--- config.mk ---
export PLATFORM = sky130hd
export DESIGN_NAME = wdp_front
export DESIGN_NICKNAME = d
export VERILOG_FILES = /design/src/hw/rtl/word_dictionary_hash_probe_macros.svh /design/src/hw/rtl/wdp_pkg.sv /design/src/hw/rtl/wdp_front.sv
export SDC_FILE = /design/constraint.sdc
export NUM_CORES = 1
export LEC_CHECK = 0
export ABC_CLOCK_PERIOD_IN_PS = 3600
export CORE_MARGIN = 5
export CORE_UTILIZATION = 40
export CTS_CLUSTER_SIZE = 20
export DETAILED_ROUTE_END_ITERATION = 12
export DONT_BUFFER_PORTS = 1
export GPL_TIMING_DRIVEN = 1
export HOLD_SLACK_MARGIN = 0.03
export PLACE_DENSITY = 0.64
export SETUP_SLACK_MARGIN = 0.02
export SYNTH_ARGS = -nofsm -noshare
export SYNTH_HDL_FRONTEND = slang
export SYNTH_SLANG_ARGS = --single-unit
--- constraint.sdc ---
create_clock -name i_clk -period 3.6 [get_ports i_clk]
set_input_delay 0.9 -clock i_clk [delete_from_list [all_inputs] [get_ports i_clk]]
set_output_delay 0.9 -clock i_clk [all_outputs]
set_load 0.01 [all_outputs]
--- src/hw/rtl/word_dictionary_hash_probe_macros.svh ---
// assertion helpers for the dictionary block
`ifndef WORD_DICTIONARY_HASH_PROBE_MACROS_SVH
`define WORD_DICTIONARY_HASH_PROBE_MACROS_SVH

// condition must hold whenever out of reset
`define WDP_ASSERT_ALWAYS(lbl, clk, rst_n, cond) \
    lbl: assert property (@(posedge clk) disable iff (!rst_n) (cond)) \
        else $error("assertion failed");

// antecedent implies consequent in the same cycle
`define WDP_ASSERT_IMPL(lbl, clk, rst_n, ante, cons) \
    lbl: assert property (@(posedge clk) disable iff (!rst_n) (ante) |-> (cons)) \
        else $error("assertion failed");

`endif

--- src/hw/rtl/wdp_pkg.sv ---
package wdp_pkg;
    localparam int TABLE_SIZE = 8192;
    localparam int VOCAB_MAX  = 4096;
    localparam int MAX_LEN    = 32;

    localparam int SLOT_W  = $clog2(TABLE_SIZE);
    localparam int STEP_W  = SLOT_W + 1;
    localparam int VID_W   = $clog2(VOCAB_MAX);
    localparam int CNT_W   = VID_W + 1;
    localparam int LEN_W   = $clog2(MAX_LEN + 1);
    localparam int IDX_W   = $clog2(MAX_LEN);
    localparam int WB_AW   = $clog2(2 * MAX_LEN);
    localparam int WS_AW   = $clog2(VOCAB_MAX * MAX_LEN);
    localparam int WID_W   = 13;
    localparam int ST_W    = 2;

    localparam logic [WID_W-1:0] NO_ID = '1;

    localparam logic [ST_W-1:0] ST_FOUND     = 2'd0;
    localparam logic [ST_W-1:0] ST_INSERTED  = 2'd1;
    localparam logic [ST_W-1:0] ST_NOT_FOUND = 2'd2;
    localparam logic [ST_W-1:0] ST_FULL      = 2'd3;

    typedef struct packed {
        logic [SLOT_W-1:0] hash;
        logic [LEN_W-1:0]  len;
        logic              action;
    } t_desc;

    typedef struct packed {
        logic              we;
        logic [IDX_W-1:0]  idx;
        logic [7:0]        data;
        logic              push;
        t_desc             desc;
    } t_fe_wr;
endpackage

--- src/hw/rtl/wdp_front.sv ---
module wdp_front (
    input  logic           i_clk,
    input  logic           i_rst_n,
    input  logic           i_accept,
    input  logic           i_action,
    input  logic [7:0]     i_char_byte,
    input  logic           i_last,
    output wdp_pkg::t_fe_wr o_wr
);
    import wdp_pkg::*;

    logic [SLOT_W-1:0] r_hash, n_hash;
    logic [LEN_W-1:0]  r_len, n_len;
    logic              r_action, n_action;
    logic              room;
    logic              act_eff;
    logic [SLOT_W+8:0] mix;

    assign room    = r_len < LEN_W'(MAX_LEN);
    assign act_eff = (r_len == '0) ? i_action : r_action;
    // h*257 + signed byte
    assign mix = {9'b0, r_hash} + {1'b0, r_hash, 8'b0}
               + {{(SLOT_W+1){i_char_byte[7]}}, i_char_byte};
    assign n_hash = room ? mix[SLOT_W-1:0] : r_hash;
    assign n_len  = room ? r_len + LEN_W'(1) : r_len;
    assign n_action = act_eff;

    always_comb begin
        o_wr.we          = i_accept && room;
        o_wr.idx         = r_len[IDX_W-1:0];
        o_wr.data        = i_char_byte;
        o_wr.push        = i_accept && i_last;
        o_wr.desc.hash   = n_hash;
        o_wr.desc.len    = n_len;
        o_wr.desc.action = act_eff;
    end

    always_ff @(posedge i_clk) begin
        if (!i_rst_n) begin
            r_hash   <= '0;
            r_len    <= '0;
            r_action <= 1'b0;
        end else if (i_accept) begin
            if (i_last) begin
                r_hash   <= '0;
                r_len    <= '0;
                r_action <= 1'b0;
            end else begin
                r_hash   <= n_hash;
                r_len    <= n_len;
                r_action <= n_action;
            end
        end
    end
endmodule

==> flow_summary.ini <==
[detailed_routing]
drc = 0
wl_mm = 4.64
viasPerCell = 5.39
antenna_left = 0
dr_total_vias = 1542
dr.pass1.iters = 4
dr_wl_met3_um = 188
wl_per_cell_um = 16.2
wl_met2_mm = 2.25
wl_met1_mm = 2.08
drt_iter0_markers = 47
highest_layer = met4

[critical_path]
crit_buf_inv = 0
path_delay_family = compound AO/OA/AOI/OAI gates
cp_max_fo = 3
worstPathCellList = ha_4, ha_4, fa_2, a211o_1, a211o_1, a31oi_1, xor2_1, o21ai_2
crit_path_end_kind = output port
startpoint = i_char_byte[1]
worstSetupPathType = input port to output port
required_ns = 2.70
reg2reg_from = r_hash[1]
arrival_ns = 2.80
cp-start-kind = input port
cp_slowest_stage_delay_ns = 0.37
critPathSlowestCell = fa_2

[global_routing]
grt_pass1_vias = 1518
antenna_found_initial = 0
grt_pass1_wl_mm = 7.44
overflow = 0
grt_start_max_net_pins = 21
grt_usage_pct = 15.1

[yosys]
synth_flop_cell = dfxtp_1
synth-seq-cells = 20
ys_warn_count = 0
syn-num-nets = 261
postSynthCellCount = 222
synth_area_per_cell_um2 = 8.59
synth_edf_count = 0
synth_seq_area_share_pct = 21.0
synth.distinct_cells = 49
netlist_area_um2 = 1910
async_flop_share_pct = 0

[timing]
drv_slew = 0
grt_setup_unrepaired = true
slew_headroom_pct = 45.6
max_freq_mhz = 270
worst_slack_ns = -0.105
fin_crit_ns = 3.70
finalSetupViolCount = 3
timing.final.crit_share_pct = 103
hold_viol = 0
tightest_slew_ns = 0.815
clock_skew_ns = 0.00443

[final_layout]
final_cell_mix = buf_4, nand2_1, nor2b_1, dfxtp_1, ha_1
drive_gt1_share_pct = 28.9
nets = 272
fin_area_um2 = 2270
stdcell_count = 286
final_common_cell = buf_4
n_fill_cell = 435
syn_to_final_growth_pct = 19.3
antennaDiodeCount = 0

[cts]
clk_pin_slew_ns = 0.08
clock_path_buffers = 2
cts_max_level = 1
clock_sinks = 20
cts_buffers = 3
cts_tree = built
worstSkewPairLatency_ns = 0.27
clockRootBuffer = clkbuf_8

[run_status]
violations = negative setup slack
status = finished with violations

[floorplanning]
fp.dieArea_um2 = 6250
dieHeight_um = 79.0
coreArea_um2 = 4660
die_w_um = 79.0
num_rows = 25
ios = 48
start_util_pct = 40.9

[pwr]
ir_drop_mv = 0.200
p_leak_nw = 0.983
cellPowerDensity_nw_per_um2 = 354

[place]
dpl_worst_slack_ns = -0.142
post-dp-hpwl_mm = 3.65
place_area_um2 = 2110
gp_congestion = 0.851
io_buffers = 0
dp_cells = 279

[flow_run]
max-cap-violations = 0

[min_path]
hold_start = r_hash[9]
hold_path_class = flip-flop to flip-flop
layer usage:
metal	vias up	GRT usage, %
met1	722	18.7
met2	28	25.7
met5	-	0
met4	0	6.87
li1	785	-
met3	7	2.27
logic make-up after synthesis:
group / synth area share, %
multiplexers: 4.59
AO/OA/AOI/OAI: 19.4
flip-flops: 21.0
XOR/XNOR: 7.28
AND/OR/NAND/NOR: 19.6
adder cells (fa/ha/maj): 19.0
buffers and inverters: 9.05
per-stage QoR:
| step | util (%) | hold WS (ns) | total power, mW | TNS, ns |
|---|---|---|---|---|
| 4_1_cts | 47.5 | 0.497 | 0.796 | -0.269 |
| 6_report | 48.8 | 0.495 | 0.805 | -0.219 |
| 3_3_place_gp | 45.3 | 0.477 | 0.553 | -0.353 |
| 2_1_floorplan | - | 0.447 | 0.470 | 0 |
| 3_5_place_dp | 45.3 | 0.485 | 0.555 | -0.430 |
| 5_1_grt | 48.8 | 0.523 | 0.851 | -0.525 |
state kept, by name (all words and copies together) (netlist names):
register  cells
r_hash       13
r_len         6
r_action      1
power breakdown:
group	internal, mW	switching, mW
registers	0.233	0.0147
clock network	0.149	0.0855
logic	0.165	0.158
total	0.547	0.258
path summary, 6_finish.rpt:
| check | end | slack, ns | depth (start not counted) |
|---|---|---|---|
| max | o_wr[16] | -0.10 | 8 |
| min | r_hash[9] | 0.49 | 2 |
| max reg2reg | r_hash[9] | 0.90 | 9 |
| min reg2reg | r_hash[9] | 0.49 | 2 |
area by class of cell:
type | instances | area [µm²] | share of cell area, %
Timing Repair Buffer | 28 | 210 | 9.24
Clock inverter | 1 | 30.0 | 1.32
Sequential cell | 20 | 400 | 17.6
Multi-Input combinational cell | 171 | 1490 | 65.6
Clock buffer | 3 | 41.3 | 1.82
Tap cell | 54 | 67.6 | 2.97
Inverter | 9 | 33.8 | 1.49
tightest hold or removal path, stage by stage, from the launching register on:
cell and delay, ns:
dfxtp_1 0.34, nand2_1 0.06, o21ai_1 0.05
cells in the mapped netlist (4+ instances only):
cell | n | area, µm²
inv_1 | 8 | 30.0
buf_4 | 14 | 105
dfxtp_1 | 20 | 400
nand3_1 | 4 | 20.0
o21ai_0 | 11 | 55.1
fa_1 | 5 | 100
clkbuf_1 | 4 | 15.0
o21ai_1 | 5 | 25.0
xor2_1 | 4 | 35.0
nand2_1 | 22 | 82.6
mux2_2 | 6 | 67.6
xnor2_1 | 10 | 87.6
a21oi_1 | 10 | 50.1
a21o_1 | 4 | 30.0
nor2b_1 | 21 | 131
ha_1 | 21 | 263
and2_1 | 4 | 25.0
repair_timing:
action	4_1_cts	5_1_grt
buffers inserted	0	3
pin swaps	6	7
hold buffers	0	0
resized for setup	5	7
setup endpoints to repair	5	7
(Power assumes the default switching activity.)
