### src/hw/rtl/word_dictionary_hash_probe_macros.svh
// assertion helpers for the dictionary block
`ifndef WORD_DICTIONARY_HASH_PROBE_MACROS_SVH
`define WORD_DICTIONARY_HASH_PROBE_MACROS_SVH

// condition must hold whenever out of reset
`define WDP_ASSERT_ALWAYS(lbl, clk, rst_n, cond) \
    lbl: assert property (@(posedge clk) disable iff (!rst_n) (cond)) \
        else $error("assertion failed");

// antecedent implies consequent in the same cycle
`define WDP_ASSERT_IMPL(lbl, clk, rst_n, ante, cons) \
    lbl: assert property (@(posedge clk) disable iff (!rst_n) (ante) |-> (cons)) \
        else $error("assertion failed");

`endif

### src/hw/rtl/wdp_pkg.sv
package wdp_pkg;
    localparam int TABLE_SIZE = 8192;
    localparam int VOCAB_MAX  = 4096;
    localparam int MAX_LEN    = 32;

    localparam int SLOT_W  = $clog2(TABLE_SIZE);
    localparam int STEP_W  = SLOT_W + 1;
    localparam int VID_W   = $clog2(VOCAB_MAX);
    localparam int CNT_W   = VID_W + 1;
    localparam int LEN_W   = $clog2(MAX_LEN + 1);
    localparam int IDX_W   = $clog2(MAX_LEN);
    localparam int WB_AW   = $clog2(2 * MAX_LEN);
    localparam int WS_AW   = $clog2(VOCAB_MAX * MAX_LEN);
    localparam int WID_W   = 13;
    localparam int ST_W    = 2;

    localparam logic [WID_W-1:0] NO_ID = '1;

    localparam logic [ST_W-1:0] ST_FOUND     = 2'd0;
    localparam logic [ST_W-1:0] ST_INSERTED  = 2'd1;
    localparam logic [ST_W-1:0] ST_NOT_FOUND = 2'd2;
    localparam logic [ST_W-1:0] ST_FULL      = 2'd3;

    typedef struct packed {
        logic [SLOT_W-1:0] hash;
        logic [LEN_W-1:0]  len;
        logic              action;
    } t_desc;

    typedef struct packed {
        logic              we;
        logic [IDX_W-1:0]  idx;
        logic [7:0]        data;
        logic              push;
        t_desc             desc;
    } t_fe_wr;
endpackage

### src/hw/rtl/wdp_queue.sv
module wdp_queue (
    input  logic                    i_clk,
    input  logic                    i_rst_n,
    input  wdp_pkg::t_fe_wr         i_wr,
    input  logic                    i_pop,
    input  logic [wdp_pkg::IDX_W-1:0] i_rd_idx,
    output logic                    o_full,
    output logic                    o_valid,
    output wdp_pkg::t_desc          o_desc,
    output logic [7:0]              o_rd_byte
);
    import wdp_pkg::*;

    logic [7:0] r_buf [2*MAX_LEN];
    t_desc      r_desc [2];
    logic       r_wptr, r_rptr;
    logic [1:0] r_cnt;
    logic [7:0] r_rd_byte;
    logic [WB_AW-1:0] wr_addr, rd_addr;

    assign wr_addr = (r_wptr ? WB_AW'(MAX_LEN) : '0) + WB_AW'(i_wr.idx);
    assign rd_addr = (r_rptr ? WB_AW'(MAX_LEN) : '0) + WB_AW'(i_rd_idx);

    assign o_full    = r_cnt == 2'd2;
    assign o_valid   = r_cnt != 2'd0;
    assign o_desc    = r_desc[r_rptr];
    assign o_rd_byte = r_rd_byte;

    always_ff @(posedge i_clk) begin
        if (i_wr.we) begin
            r_buf[wr_addr] <= i_wr.data;
        end
        r_rd_byte <= r_buf[rd_addr];
        if (i_wr.push) begin
            r_desc[r_wptr] <= i_wr.desc;
        end
    end

    always_ff @(posedge i_clk) begin
        if (!i_rst_n) begin
            r_wptr <= 1'b0;
            r_rptr <= 1'b0;
            r_cnt  <= '0;
        end else begin
            if (i_wr.push) begin
                r_wptr <= !r_wptr;
            end
            if (i_pop) begin
                r_rptr <= !r_rptr;
            end
            r_cnt <= r_cnt + 2'(i_wr.push) - 2'(i_pop);
        end
    end
endmodule

### config.mk
export PLATFORM = sky130hd
export DESIGN_NAME = wdp_queue
export DESIGN_NICKNAME = d
export VERILOG_FILES = /design/src/hw/rtl/word_dictionary_hash_probe_macros.svh /design/src/hw/rtl/wdp_pkg.sv /design/src/hw/rtl/wdp_queue.sv
export SDC_FILE = /design/constraint.sdc
export NUM_CORES = 1
export LEC_CHECK = 0
export BUFFER_PORTS_ARGS = -buffer_cell sky130_fd_sc_hd__buf_2
export CORE_ASPECT_RATIO = 1.2
export CORE_UTILIZATION = 61
export CTS_CLUSTER_SIZE = 40
export DETAILED_ROUTE_END_ITERATION = 12
export PLACE_DENSITY = 0.79
export SETUP_SLACK_MARGIN = 0.2
export SYNTH_ARGS = -nofsm -noshare
export SYNTH_HDL_FRONTEND = slang
export SYNTH_SLANG_ARGS = --single-unit
### constraint.sdc
create_clock -name i_clk -period 2.5 [get_ports i_clk]
set_clock_uncertainty 0.15 [all_clocks]
set_input_delay 0.125 -clock i_clk [delete_from_list [all_inputs] [get_ports i_clk]]
set_output_delay 0.125 -clock i_clk [all_outputs]
set_load 0.05 [all_outputs]
==> results.txt <==
----------------------------------------------------
[Outcome]
  Outcome ... complete, no violations

[Route]
  Drt via density ... 6.43
  Overall routed net length ... just under 50,000 µm
  Routed vias ... approximately 11,000
  Drt first-iter violations ... approximately 1,300
  Number of detailed-routing iterations run before antenna repair ... 6
  Remaining design rule violation count ... 0
  Wire length per cell ... ~28 µm
  Final ANT Viol Nets ... 0

[Synth]
  Sequential area share after synthesis ... slightly below 80%
  Mapped Cells ... just over 1,000
  Syn avg cell area ... between 20 and 25 µm²
  Post-synth EDFFs ... roughly 550
  Number of distinct library cell variants in the gate-level netlist after synthesis ... 42
  Net count after synthesis ... about 1,100
  Share of synthesized flip-flops with an asynchronous set or reset ... 0%
  Warning count from the yosys run ... 0
  Main flop type after synthesis ... edfxtp_1
  Synthesized cell area ... about 22,000 µm²
  Count of state elements after synthesis ... between 500 and 600

[Timing]
  Post-layout worst setup margin ... approximately 0.26 ns
  Final-report setup violation count ... 0
  Final worst-path cycle share ... 89.5%
  Relative max-transition margin ... 32.3%
  Slew Viols, Final ... 0
  Worst slew pin tran ... 1.02 ns
  Aggregate negative setup slack ... 0 ns
  Min Tclk post-route ... between 2 and 2.5 ns
  Setup repair after global routing missed its margin ... false
  FMAX ... about 0.45 GHz
  Number of failing hold endpoints at the final stage ... 0

[Clock tree]
  Library cell used as clock root buffer ... clkbuf_16
  TritonCTS clock tree ... yes
  Clock latency on the worst-skew pair ... 0.57 ns
  Number of instances resized during post-cts repair ... 0
  Buffer levels on the longest clock path ... 3
  Number of clock buffers inserted by TritonCTS ... 50
  Post-CTS clock slew at the launch and capture registers of the worst setup and hold paths ... 0.06 ns
  Total setup buffers inserted after CTS ... 0
  CTS sink count ... about 570
  H-tree depth reported by CTS ... 2

[Cells and area]
  Final cell area excluding filler cells ... about 25,000 µm²
  Filler-free cell count of the finished design ... between 1,500 and 2,000
  Fill count ... 1,882
  Area overhead of the layout relative to synthesis ... 16.5%
  Layout Nets ... approximately 1,300
  Layout cells sized above 1 ... between 30 and 40%

[Placed design]
  DP Wirelength ... 30,000 µm
  Cell count after placement ... approximately 1,600
  Placement-stage worst setup slack ... between 0.1 and 0.15 ns
  Routability cong. ... between 0.8 and 0.9
  IO Port Bufs ... between 70 and 80
  Area post-placement ... between 20,000 and 25,000 µm²

[Global routing]
  Wire length of the first global-routing pass ... around 74,000 µm
  Pin count of the biggest net entering global routing ... 65
  Via count of the first global-routing pass ... 11,646
  Total track usage ... between 20% and 30%
  Total global routing overflow ... 0
  Number of antenna violations at the first check in global routing ... 2

[Setup path]
  Crit-path leading delay family ... simple AND/OR/NAND/NOR gates
  Chain of cells forming the critical path ... or3b_2 -> nor2_1 -> buf_4
  Max FO, Critical Path ... 12
  CP endpoint kind ... flip-flop
  CP peak stage delay ... a little under 0.7 ns
  Setup CP Type ... flip-flop to flip-flop
  Worst Path Buf+Inv ... 1
  Slowest library cell on the worst path ... or3b_2
  Arr. time, crit path ... 2.38 ns
  Element type at the critical path start ... flip-flop
  Required time of the critical path ... ~2.6 ns

[Die]
  Width of the die ... about 170 µm
  Core footprint ... 35,000 µm²
  Effective utilization at floorplan ... between 60 and 70%
  Die span in y ... around 210 µm
  FP Rows ... 75
  Number of top-level design ports ... 73
  Area of the die ... ~36,000 µm²

[Flow run]
  Max capacitance violation total ... 0

[Power]
  Highest ir drop seen on vdd ... roughly 0.63 mV
  Cell area power density ... slightly below 800 nW/µm²
  Leak pwr ... 8.32 nW

[Worst hold path]
  Path category of the worst min-delay check ... primary input to flip-flop

----------------------------------------------------
## state kept, by name, summed over array words and instances, names as in the netlist, named ones only
register   count
r_wptr         1
r_rptr         1
r_desc        40
o_rd_byte      8
r_buf        512
r_cnt          2
## cell usage in the layout (no fill, tap or decap), drive strengths merged, types with 3 or more instances in the layout
| master | count |
|---|---|
| nand3b | 5 |
| a22oi | 14 |
| dlygate4sd3 | 30 |
| a31oi | 4 |
| mux2i | 10 |
| bufinv | 7 |
| clkbuf | 63 |
| mux4 | 126 |
| o22a | 3 |
| dfxtp | 13 |
| and2 | 7 |
| nand3 | 12 |
| nor2b | 18 |
| a22o | 4 |
| nand2 | 24 |
| or3b | 3 |
| a211oi | 6 |
| a21oi | 10 |
| clkinv | 19 |
| nor3 | 8 |
| o221ai | 6 |
| mux2 | 24 |
| buf | 181 |
| clkinvlp | 3 |
| inv | 5 |
| edfxtp | 552 |
| nand2b | 7 |
| or2 | 5 |
| nor2 | 76 |
| o21ai | 7 |
| o22ai | 15 |
## logic make-up (layout without fill, tap and decap cells)
logic type	after synthesis	in the layout	share of synthesized area (%)
buffers and inverters	59	308	1.41
and+or+nand+nor	172	172	3.76
muxes	160	160	14.7
xor gates and xnor gates	3	3	0.121
AOI/OAI and AO/OA	77	77	2.46
DFF	565	565	77.4
adders and majority gates	2	2	0.115
other	0	1	0
## final cells by class
cell class | count | area (µm²) | share of cell area [%]
Timing Repair Buffer | 212 | 1650 | 6.50
Inverter | 4 | 15.0 | 0.0592
Tap cell | 462 | 578 | 2.28
Clock buffer | 62 | 1320 | 5.19
Multi-Input combinational cell | 414 | 4610 | 18.2
Clock inverter | 30 | 342 | 1.35
Antenna cell | 1 | 2.50 | 0.00987
Sequential cell | 565 | 16800 | 66.4
## where the power goes
group          internal, mW  leakage (nW)  total, mW  switching [mW]
Sequential             10.5          5.09       10.6          0.0607
Combinational         0.508          2.42       1.41           0.904
Clock                  4.47         0.805       7.80            3.33
Total                  15.5          8.32       19.8            4.30
## per-layer routing
metal  GRT usage, %  up-vias  share of wire [%]
met5              0        -              0.026
met4           11.8        2                4.0
met3           5.29      117                9.3
met2           46.9      695                 51
met1           36.7     5756                 36
li1               -     4690                  -
## per-stage QoR
step / total power, mW / hold WS, ns / util, %
finish: 19.8 / 0.0297 / 72.4
detailed placement: 12.1 / 0.168 / 66.8
CTS: 19.8 / 0.00929 / 72.4
floorplan: 11.6 / 0.0739 / -
global placement: 12.1 / 0.164 / 66.8
global route: 20.3 / 0.0310 / 72.4
## cells in the mapped netlist, drive strengths merged (12+ instances only)
| cell | number | area (µm²) |
|---|---|---|
| dfxtp | 13 | 260 |
| mux2 | 24 | 270 |
| edfxtp | 552 | 16600 |
| buf | 33 | 209 |
| mux4 | 126 | 2840 |
| o22ai | 15 | 93.8 |
| nor2 | 76 | 285 |
| nand3 | 12 | 60.1 |
| a22oi | 14 | 105 |
| nand2 | 24 | 90.1 |
| nor2b | 18 | 113 |
| clkbuf | 22 | 82.6 |
## timing repair
action / 4_1_cts / 5_1_grt
hold endpoints to repair: 154 / 0
hold buffers: 30 / 0
endpoints found under the setup margin: 0 / 0
## worst min-delay path: cells and delay by family
| family | cells | cell delay, ns |
|---|---|---|
| buffers and inverters | 2 | 0.36 |
| and+or+nand+nor | 1 | 0.09 |
## worst paths after layout
kind | start | to | slack (ns) | cells after the start
hold / removal | i_wr[29] | r_buf[34][4] | 0.03 | 3
setup / recovery | r_wptr | r_buf[17][3] | 0.26 | 3
hold reg to reg | r_cnt[1] | r_cnt[1] | 0.50 | 2
setup reg to reg | r_wptr | r_buf[17][3] | 0.26 | 3
(Power assumes the default switching activity.)
